### src/rtl/epp_pkg.sv
// Shared constants, types and register codes for the envelope peak picker.
// Used by epp_div, envelope_peak_picker_core and the testbench; depends on nothing else.
package epp_pkg;

  localparam int SAMPLE_BITS = 32;
  localparam int FRAME_LEN   = 32768;
  localparam int HALF_LEN    = FRAME_LEN / 2;

  localparam logic [31:0] SAMPLE_MASK =
      (SAMPLE_BITS >= 32) ? 32'hFFFF_FFFF : 32'((64'd1 << SAMPLE_BITS) - 64'd1);

  // Configuration register indexes
  localparam logic [1:0] CFG_DIRECT_WINDOW      = 2'd0;
  localparam logic [1:0] CFG_THRESHOLD_FRACTION = 2'd1;

  localparam logic [14:0] DW_RESET   = 15'd500;
  localparam logic [15:0] FRAC_RESET = 16'd13107;

  localparam logic [23:0] RATIO_MAX = 24'hFF_FFFF;
  localparam logic [14:0] COUNT_MAX = 15'h7FFF;
  localparam logic [15:0] INDEX_MAX = 16'hFFFF;

  localparam logic KIND_PEAK = 1'b0;
  localparam logic KIND_DONE = 1'b1;

  // Shared restoring divider sizing
  localparam int DIV_W     = 33;  // divisor and partial remainder
  localparam int DIV_SH_W  = 46;  // dividend bits shifted in, quotient bits out
  localparam int DIV_CNT_W = 6;

  localparam logic [DIV_CNT_W-1:0] DIV_STEPS_VERTEX = DIV_CNT_W'(46);
  localparam logic [DIV_CNT_W-1:0] DIV_STEPS_RATIO  = DIV_CNT_W'(24);

  typedef struct packed {
    logic                 start;
    logic [DIV_CNT_W-1:0] steps;
  } div_ctl_t;

  typedef struct packed {
    logic busy;
    logic done;
  } div_sts_t;

endpackage

### src/rtl/epp_div.sv
// Bit-serial restoring divider shared by the vertex and ratio divisions.
// One quotient bit per cycle; depends on epp_pkg.
module epp_div (
  input  logic                          clk,
  input  logic                          rst_n,
  input  epp_pkg::div_ctl_t             ctl,
  input  logic [epp_pkg::DIV_W-1:0]     rem_init,
  input  logic [epp_pkg::DIV_SH_W-1:0]  dividend_lo,
  input  logic [epp_pkg::DIV_W-1:0]     divisor,
  output epp_pkg::div_sts_t             sts,
  output logic [epp_pkg::DIV_SH_W-1:0]  quotient
);
  import epp_pkg::*;

  logic [DIV_W-1:0]     rem_r, rem_nxt;
  logic [DIV_W-1:0]     dvs_r, dvs_nxt;
  logic [DIV_SH_W-1:0]  sh_r, sh_nxt;
  logic [DIV_SH_W-1:0]  quo_r, quo_nxt;
  logic [DIV_CNT_W-1:0] cnt_r, cnt_nxt;
  logic                 done_r, done_nxt;
  logic [DIV_W:0]       cand;
  logic [DIV_W:0]       diff;
  logic                 ge;

  always_comb begin
    cand     = {rem_r, sh_r[DIV_SH_W-1]};
    diff     = cand - {1'b0, dvs_r};
    ge       = (cand >= {1'b0, dvs_r});
    rem_nxt  = rem_r;
    dvs_nxt  = dvs_r;
    sh_nxt   = sh_r;
    quo_nxt  = quo_r;
    cnt_nxt  = cnt_r;
    done_nxt = 1'b0;
    if (ctl.start) begin
      rem_nxt = rem_init;
      dvs_nxt = divisor;
      sh_nxt  = dividend_lo;
      quo_nxt = '0;
      cnt_nxt = ctl.steps;
    end else if (cnt_r != '0) begin
      rem_nxt  = ge ? diff[DIV_W-1:0] : cand[DIV_W-1:0];
      sh_nxt   = {sh_r[DIV_SH_W-2:0], 1'b0};
      quo_nxt  = {quo_r[DIV_SH_W-2:0], ge};
      cnt_nxt  = cnt_r - DIV_CNT_W'(1);
      done_nxt = (cnt_r == DIV_CNT_W'(1));
    end
  end

  always_ff @(posedge clk) begin
    rem_r <= rem_nxt;
    dvs_r <= dvs_nxt;
    sh_r  <= sh_nxt;
    quo_r <= quo_nxt;
    if (!rst_n) begin
      cnt_r  <= '0;
      done_r <= 1'b0;
    end else begin
      cnt_r  <= cnt_nxt;
      done_r <= done_nxt;
    end
  end

  assign sts.busy = (cnt_r != '0);
  assign sts.done = done_r;
  assign quotient = quo_r;

`ifndef SYNTH
  a_done_after_last_step: assert property (@(posedge clk) disable iff (!rst_n)
    sts.done |-> ($past(cnt_r) == DIV_CNT_W'(1) && cnt_r == '0))
    else $error("divider done without finishing its last step");
  a_busy_counts_down: assert property (@(posedge clk) disable iff (!rst_n)
    (sts.busy && !ctl.start) |=> (cnt_r == $past(cnt_r) - DIV_CNT_W'(1)))
    else $error("divider step count did not advance");
  a_start_loads_count: assert property (@(posedge clk) disable iff (!rst_n)
    ctl.start |=> (cnt_r == $past(ctl.steps) && !sts.done))
    else $error("divider start did not load the step count");
`endif

endmodule

### src/rtl/envelope_peak_picker_core.sv
// Envelope peak picker: reference maximum, threshold and parabolic peak refinement.
// Depends on epp_pkg and instantiates the shared divider epp_div.
//
// Samples of a frame arrive one request at a time. A sample that yields no
// peak leaves the core in S_IDLE, or, while the index is inside the reference
// window, passes through S_THR for the threshold multiply. A sample that
// completes a peak holds the input while S_SQ starts the shared bit-serial
// divider on the square for the vertex height (46 steps), S_DIV1 waits for
// its done and forms the numerator, S_NUM checks saturation and starts the
// ratio division (24 steps), S_DIV2 waits for its done, and S_PEAK hands the
// peak to the output register. A saturated ratio skips the second division,
// going from S_NUM straight to S_PEAK. A sample marked frame_end adds S_DONE
// for the done result. Handing a result over waits while the output register
// still holds a stalled one. Output results sit in a single output register,
// so the next sample is taken while a result waits.
module envelope_peak_picker_core (
  input  logic        clk,
  input  logic        rst_n,
  // configuration
  input  logic        cfg_valid,
  output logic        cfg_ready,
  input  logic [1:0]  cfg_index,
  input  logic [15:0] cfg_data,
  // samples
  input  logic        in_valid,
  output logic        in_stall,
  input  logic [31:0] in_sample,
  input  logic        in_frame_end,
  // results
  output logic        out_valid,
  input  logic        out_stall,
  output logic [13:0] out_peak_position,
  output logic [23:0] out_peak_ratio,
  output logic [14:0] out_peak_count,
  output logic        out_kind,
  output logic        out_final_res
);
  import epp_pkg::*;

  typedef enum logic [2:0] {
    S_IDLE, S_THR, S_SQ, S_DIV1, S_NUM, S_DIV2, S_PEAK, S_DONE
  } state_t;

  state_t       state_r, state_nxt;
  logic [14:0]  dw_r, dw_nxt;
  logic [15:0]  frac_r, frac_nxt;
  logic [31:0]  win0_r, win0_nxt;
  logic [31:0]  win1_r, win1_nxt;
  logic [31:0]  win2_r, win2_nxt;
  logic [15:0]  index_r, index_nxt;
  logic [31:0]  ref_max_r, ref_max_nxt;
  logic [31:0]  thr_r, thr_nxt;
  logic [14:0]  count_r, count_nxt;
  logic         last_r, last_nxt;
  logic [13:0]  pos_r, pos_nxt;
  logic [32:0]  den_r, den_nxt;
  logic [31:0]  mag_r, mag_nxt;
  logic [48:0]  num_r, num_nxt;
  logic [23:0]  ratio_r, ratio_nxt;

  logic         out_valid_r, out_valid_nxt;
  logic [13:0]  out_pos_r, out_pos_nxt;
  logic [23:0]  out_ratio_r, out_ratio_nxt;
  logic [14:0]  out_count_r, out_count_nxt;
  logic         out_kind_r, out_kind_nxt;
  logic         out_final_r, out_final_nxt;

  logic [31:0]  smp;
  logic         acc;
  logic         in_win;
  logic         peak_hit;
  logic [15:0]  k_idx;
  logic [15:0]  pos_full;
  logic [33:0]  den_full;
  logic [47:0]  thr_prod;
  logic [63:0]  sq;
  logic         sat;
  logic         out_free;

  div_ctl_t                div_ctl;
  div_sts_t                div_sts;
  logic [DIV_W-1:0]        div_rem_init;
  logic [DIV_SH_W-1:0]     div_lo;
  logic [DIV_W-1:0]        div_divisor;
  logic [DIV_SH_W-1:0]     div_quo;

  epp_div u_div (
    .clk         (clk),
    .rst_n       (rst_n),
    .ctl         (div_ctl),
    .rem_init    (div_rem_init),
    .dividend_lo (div_lo),
    .divisor     (div_divisor),
    .sts         (div_sts),
    .quotient    (div_quo)
  );

  assign cfg_ready = 1'b1;
  assign in_stall  = (state_r != S_IDLE);
  assign acc       = in_valid && !in_stall;
  assign out_free  = !out_valid_r || !out_stall;

  always_comb begin
    smp      = in_sample & SAMPLE_MASK;
    in_win   = (index_r < {1'b0, dw_r});
    k_idx    = index_r - 16'd1;
    // old win2 is the candidate, old win1 its left neighbor, smp its right one
    peak_hit = (index_r >= 16'd2) && (k_idx > {1'b0, dw_r}) &&
               ({1'b0, index_r} < 17'(HALF_LEN)) &&
               (win2_r > win1_r) && (win2_r > smp) && (win2_r > thr_r);
    pos_full = (smp < win1_r) ? (k_idx - 16'd1) : k_idx;
    den_full = {1'b0, win2_r, 1'b0} - {2'b0, win1_r} - {2'b0, smp};
    thr_prod = {16'b0, ref_max_r} * {32'b0, frac_r};
    sq       = {32'b0, mag_r} * {32'b0, mag_r};
    sat      = ({8'b0, num_r[48:24]} >= {1'b0, ref_max_r});
  end

  always_comb begin
    state_nxt     = state_r;
    dw_nxt        = dw_r;
    frac_nxt      = frac_r;
    win0_nxt      = win0_r;
    win1_nxt      = win1_r;
    win2_nxt      = win2_r;
    index_nxt     = index_r;
    ref_max_nxt   = ref_max_r;
    thr_nxt       = thr_r;
    count_nxt     = count_r;
    last_nxt      = last_r;
    pos_nxt       = pos_r;
    den_nxt       = den_r;
    mag_nxt       = mag_r;
    num_nxt       = num_r;
    ratio_nxt     = ratio_r;
    out_valid_nxt = out_valid_r && out_stall;
    out_pos_nxt   = out_pos_r;
    out_ratio_nxt = out_ratio_r;
    out_count_nxt = out_count_r;
    out_kind_nxt  = out_kind_r;
    out_final_nxt = out_final_r;
    div_ctl       = '{start: 1'b0, steps: DIV_STEPS_VERTEX};
    div_rem_init  = {2'b0, sq[63:33]};
    div_lo        = {sq[32:0], 13'b0};
    div_divisor   = den_r;

    if (cfg_valid && cfg_ready) begin
      unique case (cfg_index)
        CFG_DIRECT_WINDOW:      dw_nxt   = cfg_data[14:0];
        CFG_THRESHOLD_FRACTION: frac_nxt = cfg_data;
        default: ;
      endcase
    end

    unique case (state_r)
      S_IDLE: begin
        if (acc) begin
          win0_nxt = win1_r;
          win1_nxt = win2_r;
          win2_nxt = smp;
          last_nxt = in_frame_end;
          if (in_win && smp > ref_max_r) ref_max_nxt = smp;
          if (index_r != INDEX_MAX) index_nxt = index_r + 16'd1;
          if (peak_hit) begin
            if (count_r != COUNT_MAX) count_nxt = count_r + 15'd1;
            pos_nxt = pos_full[13:0];
            den_nxt = den_full[32:0];
            mag_nxt = (smp < win1_r) ? (win1_r - smp) : (smp - win1_r);
          end
          if (in_win)             state_nxt = S_THR;
          else if (peak_hit)      state_nxt = S_SQ;
          else if (in_frame_end)  state_nxt = S_DONE;
          else                    state_nxt = S_IDLE;
        end
      end
      S_THR: begin
        thr_nxt   = thr_prod[47:16];
        state_nxt = last_r ? S_DONE : S_IDLE;
      end
      S_SQ: begin
        // height offset scaled by 2^16: mag^2 * 2^13 / den
        div_ctl   = '{start: 1'b1, steps: DIV_STEPS_VERTEX};
        state_nxt = S_DIV1;
      end
      S_DIV1: begin
        if (div_sts.done) begin
          num_nxt   = {1'b0, win1_r, 16'b0} + {3'b0, div_quo};
          state_nxt = S_NUM;
        end
      end
      S_NUM: begin
        div_rem_init = {8'b0, num_r[48:24]};
        div_lo       = {num_r[23:0], 22'b0};
        div_divisor  = {1'b0, ref_max_r};
        if (sat) begin
          // zero maximum lands here as well
          ratio_nxt = RATIO_MAX;
          state_nxt = S_PEAK;
        end else begin
          div_ctl   = '{start: 1'b1, steps: DIV_STEPS_RATIO};
          state_nxt = S_DIV2;
        end
      end
      S_DIV2: begin
        if (div_sts.done) begin
          ratio_nxt = div_quo[23:0];
          state_nxt = S_PEAK;
        end
      end
      S_PEAK: begin
        if (out_free) begin
          out_valid_nxt = 1'b1;
          out_pos_nxt   = pos_r;
          out_ratio_nxt = ratio_r;
          out_count_nxt = count_r;
          out_kind_nxt  = KIND_PEAK;
          out_final_nxt = !last_r;
          state_nxt     = last_r ? S_DONE : S_IDLE;
        end
      end
      S_DONE: begin
        if (out_free) begin
          out_valid_nxt = 1'b1;
          out_pos_nxt   = '0;
          out_ratio_nxt = '0;
          out_count_nxt = count_r;
          out_kind_nxt  = KIND_DONE;
          out_final_nxt = 1'b1;
          // drop the frame state
          win0_nxt      = '0;
          win1_nxt      = '0;
          win2_nxt      = '0;
          index_nxt     = '0;
          ref_max_nxt   = '0;
          thr_nxt       = '0;
          count_nxt     = '0;
          state_nxt     = S_IDLE;
        end
      end
      default: state_nxt = S_IDLE;
    endcase
  end

  always_ff @(posedge clk) begin
    last_r      <= last_nxt;
    pos_r       <= pos_nxt;
    den_r       <= den_nxt;
    mag_r       <= mag_nxt;
    num_r       <= num_nxt;
    ratio_r     <= ratio_nxt;
    out_pos_r   <= out_pos_nxt;
    out_ratio_r <= out_ratio_nxt;
    out_count_r <= out_count_nxt;
    out_kind_r  <= out_kind_nxt;
    out_final_r <= out_final_nxt;
    if (!rst_n) begin
      state_r     <= S_IDLE;
      dw_r        <= DW_RESET;
      frac_r      <= FRAC_RESET;
      win0_r      <= '0;
      win1_r      <= '0;
      win2_r      <= '0;
      index_r     <= '0;
      ref_max_r   <= '0;
      thr_r       <= '0;
      count_r     <= '0;
      out_valid_r <= 1'b0;
    end else begin
      state_r     <= state_nxt;
      dw_r        <= dw_nxt;
      frac_r      <= frac_nxt;
      win0_r      <= win0_nxt;
      win1_r      <= win1_nxt;
      win2_r      <= win2_nxt;
      index_r     <= index_nxt;
      ref_max_r   <= ref_max_nxt;
      thr_r       <= thr_nxt;
      count_r     <= count_nxt;
      out_valid_r <= out_valid_nxt;
    end
  end

  assign out_valid         = out_valid_r;
  assign out_peak_position = out_pos_r;
  assign out_peak_ratio    = out_ratio_r;
  assign out_peak_count    = out_count_r;
  assign out_kind          = out_kind_r;
  assign out_final_res     = out_final_r;

`ifndef SYNTH
  a_count_bounded: assert property (@(posedge clk) disable iff (!rst_n)
    ({1'b0, count_r} <= index_r))
    else $error("peak count exceeds sample index");
  a_thr_below_max: assert property (@(posedge clk) disable iff (!rst_n)
    (thr_r <= ref_max_r))
    else $error("threshold above reference maximum");
  a_div_done_state: assert property (@(posedge clk) disable iff (!rst_n)
    div_sts.done |-> (state_r == S_DIV1 || state_r == S_DIV2))
    else $error("divider finished outside a divide state");
  a_peak_starts_fit: assert property (@(posedge clk) disable iff (!rst_n)
    (acc && peak_hit) |=> (state_r == S_SQ))
    else $error("detected peak did not start the parabola fit");
  a_done_clears: assert property (@(posedge clk) disable iff (!rst_n)
    (state_r == S_DONE && out_free) |=> (index_r == '0 && count_r == '0))
    else $error("frame state not cleared after done result");
`endif

endmodule

### config.mk
export PLATFORM = sky130hd
export DESIGN_NAME = envelope_peak_picker_core
export DESIGN_NICKNAME = d
export VERILOG_FILES = /design/src/rtl/epp_pkg.sv /design/src/rtl/epp_div.sv /design/src/rtl/envelope_peak_picker_core.sv
export SDC_FILE = /design/constraint.sdc
export NUM_CORES = 2
export LEC_CHECK = 0
export BUFFER_PORTS_ARGS = -buffer_cell sky130_fd_sc_hd__buf_2
export CAP_MARGIN = 0
export CORE_UTILIZATION = 60
export DETAILED_ROUTE_END_ITERATION = 10
export PLACE_DENSITY_LB_ADDON = 0.05
export SLEW_MARGIN = 20
export SYNTH_ARGS = -nofsm -noshare
export SYNTH_HDL_FRONTEND = slang
export SYNTH_HIERARCHICAL = 1
export SYNTH_SLANG_ARGS = --single-unit
### constraint.sdc
create_clock -name clk -period 24.5 [get_ports clk]
set_clock_uncertainty 0.2 [all_clocks]
set_input_delay 2.45 -clock clk [delete_from_list [all_inputs] [get_ports clk]]
set_output_delay 2.45 -clock clk [all_outputs]
set_load 0.005 [all_outputs]
==> run metrics <==
power density of the placed cells 78.0 mW/mm2; summed instance area of the synthesized netlist 0.0805 mm2; Lkg Pwr 39.4 nW; buffers inserted by post-CTS timing repair 0; Final ANT Viol Nets 0; largest buffer count on any clock path 3; Final TNS setup 0 ps; relative contribution of combinational cells to total power 62.3%; maximum resistive drop on vdd 0.0000697 V; number of DRC markers after the initial detailed-route iteration 4650; placed inst area 0.0826 mm2; cts hold-fix bufs 0; drt wl/cell 23.3 um; fmax 103 MHz; sequential share of power 22.1%; relative area change from synthesis to final layout 5.43%; post-route cell area 0.0849 mm2; post-detailed-placement half-perimeter wirelength 192000 um; final hold vios 0; combined global-route utilization of all metal layers 36.8%; Die W 368 um; minimum clock period 9700 ps; most numerous cell on the critical path fa_1; startpoint-to-endpoint class of the critical path reg2reg; CP max-delay cell nor2_1; flop and latch count out of synthesis 567; sequential area share after synthesis 18.1%; later-pin clock latency in the skew report 680 ps; Max Cap Viol 0; length of the first detailed-routing pass in iterations 6; data arrival time of the critical path 9920 ps; drt via density 5.81; Tcrit/Tclk final 39.6%; cell with the most instances after synthesis inv_1; wirelength, routed 243000 um; Starting Density 60.4%; number of global-route vias before repair 63600; transition time at the pin with the least slew margin 1130 ps; number of synthesis warnings 6; antenna violations before repair 18; smallest setup slack after layout 14810 ps; Switching Share 47.5%; overall die area 0.136 mm2; share of synthesized registers carrying an async set or reset 0%; part of the power in the clock network 15.5%; setup repair after global routing missed its margin false; number of buffer cells added on primary ports 112; overall power after layout 6.62 mW; post-synthesis cell type with the largest combined area fa_1; Final nets 10700; number of sinks on the clock net 567; post-CTS clock slew at the launch and capture registers of the worst setup and hold paths 70 ps; number of H-tree levels 3; TritonCTS buffer count 68; end-of-flow core utilization 63.7%; Root Buffer Master clkbuf_16; Ports 114; ys flop type edfxtp_1; area share of the leading cell type in the synthesized netlist 31.0%; fraction of layout instances using a drive strength above 1 5.72%; area occupied by multi-input gates 0.0582 mm2; result of the run finished clean; number of synthesized flops with an enable pin 320; Net Switching 3.15 mW; maximum number of pins on one net before global-route repair 89; Placement Rows 134; Internal Pwr Total 3.48 mW; maximum cell stage delay along the critical path 630 ps; routability-driven placement congestion ratio 0.962; global route total overflow 0; required time of the critical path 24730 ps; Setup Viol. Count Final 0; CP startpoint kind register; count of unique library cells instantiated by Yosys 108; critical path peak fanout 27; via count 60600; Core Region 0.133 mm2; first-pass GRT wire length 377000 um; top post-synthesis cells by area fa_1 31%, ha_1 12%, edfxtp_1 12%; Filler Cell Count 11400; number of standard cells after synthesis 8688; type of element capturing the critical path register; slew margin rel. 24.7%; final-report max-slew violation count 0; CTS tree yes; Die Y 368 um; CTS-repair resized insts 0; worst hold path type reg2reg; minimum setup slack after placement 14880 ps; count of unresolved DRC violations after routing 0; most used standard cells in the synthesized netlist 1698 x inv_1, 1245 x fa_1, 995 x nand2_1, 801 x ha_1, 424 x and2_1; combined flip-flop and latch cell area 0.0146 mm2; post-synthesis area per instance 9.27 um2
-- critical path: cells and delay by family (launching register included) --
family	cells	cell delay [ps]
AOI/OAI and AO/OA	9	1870
adders and majority gates	8	3980
buffers and inverters	8	1250
and+or+nand+nor	5	1610
xor gates and xnor gates	1	180
DFF	1	330
-- power by group through the flow --
| stage | logic [mW] | clock network, mW | registers (mW) |
|---|---|---|---|
| floorplan | 3.00 | 0 | 1.38 |
| global placement | 4.03 | 0 | 1.48 |
| detailed placement | 4.08 | 0 | 1.48 |
| CTS | 4.12 | 1.04 | 1.46 |
| global route | 4.59 | 1.08 | 1.48 |
| finish | 4.13 | 1.03 | 1.47 |
-- cell usage in the layout (no fill, tap or decap), drive strengths merged, types with 14 or more instances in the layout --
master  instances
a211oi         30
a21boi         65
a21o          141
a21oi         390
a22oi          74
a31o           16
a31oi          26
and2          425
and3           23
buf           212
clkbuf         86
clkinv         29
conb           19
dfxtp         247
edfxtp        320
fa           1245
ha            801
inv          1704
mux2           77
mux2i          22
nand2         996
nand2b         76
nand3         115
nand4          71
nor2          329
nor2b         139
nor3           65
nor3b          14
nor4           30
o211ai         24
o21a           28
o21ai         232
o21bai         33
o31ai          29
or2            43
or3            21
xnor2         177
xor2          118
-- area by class of cell --
class | count | area share [%]
well taps | 1768 | 2.61
diodes | 6 | 0.0177
clock inverters | 38 | 0.504
flip-flops and latches | 567 | 17.2
clock buffers | 86 | 2.14
repair buffers | 212 | 1.55
inverters | 1700 | 7.52
multi-input cells | 6054 | 68.5
-- routing by layer --
layer / vias to the layer above / wire, um / part of all wire (%) / global-route usage [%]
met5: - / 138 / 0.057 / 0
met1: 30300 / 95000 / 39 / 47.0
met4: 20 / 16600 / 6.8 / 21.0
li1: 27300 / - / - / -
met2: 2311 / 114000 / 47 / 59.7
met3: 626 / 17500 / 7.2 / 5.69
-- path summary, 6_finish.rpt --
path / slack [ps] / startpoint / cells past startpoint / end
min: 260 / thr_r[14]$_SDFFE_PN0P_ / 2 / thr_r[14]$_SDFFE_PN0P_
min reg2reg: 260 / thr_r[14]$_SDFFE_PN0P_ / 2 / thr_r[14]$_SDFFE_PN0P_
max: 14810 / mag_r[9]$_DFFE_PP_ / 31 / u_div/rem_r[24]$_DFFE_PP_
max reg2reg: 14810 / mag_r[9]$_DFFE_PP_ / 31 / u_div/rem_r[24]$_DFFE_PP_
-- state kept, by name, summed over array words and instances (netlist names), 24 cells and up --
name and cells:
num_r 49, u_div/dvs_r 33, u_div/sh_r 46, u_div/rem_r 33
mag_r 32, win2_r 32, ref_max_r 32, u_div/quotient 46
win1_r 32, thr_r 32, ratio_r 24, den_r 33
out_peak_ratio 24
-- logic make-up (layout without fill, tap and decap cells) --
kind of cell / after synthesis / after routing / synth area share (%)
XOR/XNOR: 295 / 295 / 3.21
adder cells (fa/ha/maj): 2046 / 2046 / 43.4
AO/OA/AOI/OAI: 1208 / 1208 / 9.69
flip-flops: 567 / 567 / 18.1
AND/OR/NAND/NOR: 2387 / 2387 / 14.4
multiplexers: 99 / 99 / 1.39
buffers and inverters: 2084 / 2036 / 9.87
other: 2 / 25 / 0.00933
-- stage by stage --
| stage | hold slack (ps) | instances |
|---|---|---|
| final | 259 | 10400 |
| after CTS | 260 | 10400 |
| after floorplan | 225 | 8705 |
| after detailed placement | 246 | 10300 |
| after global placement | 239 | 10300 |
| after global routing | 283 | 10400 |
(Power assumes the default switching activity.)
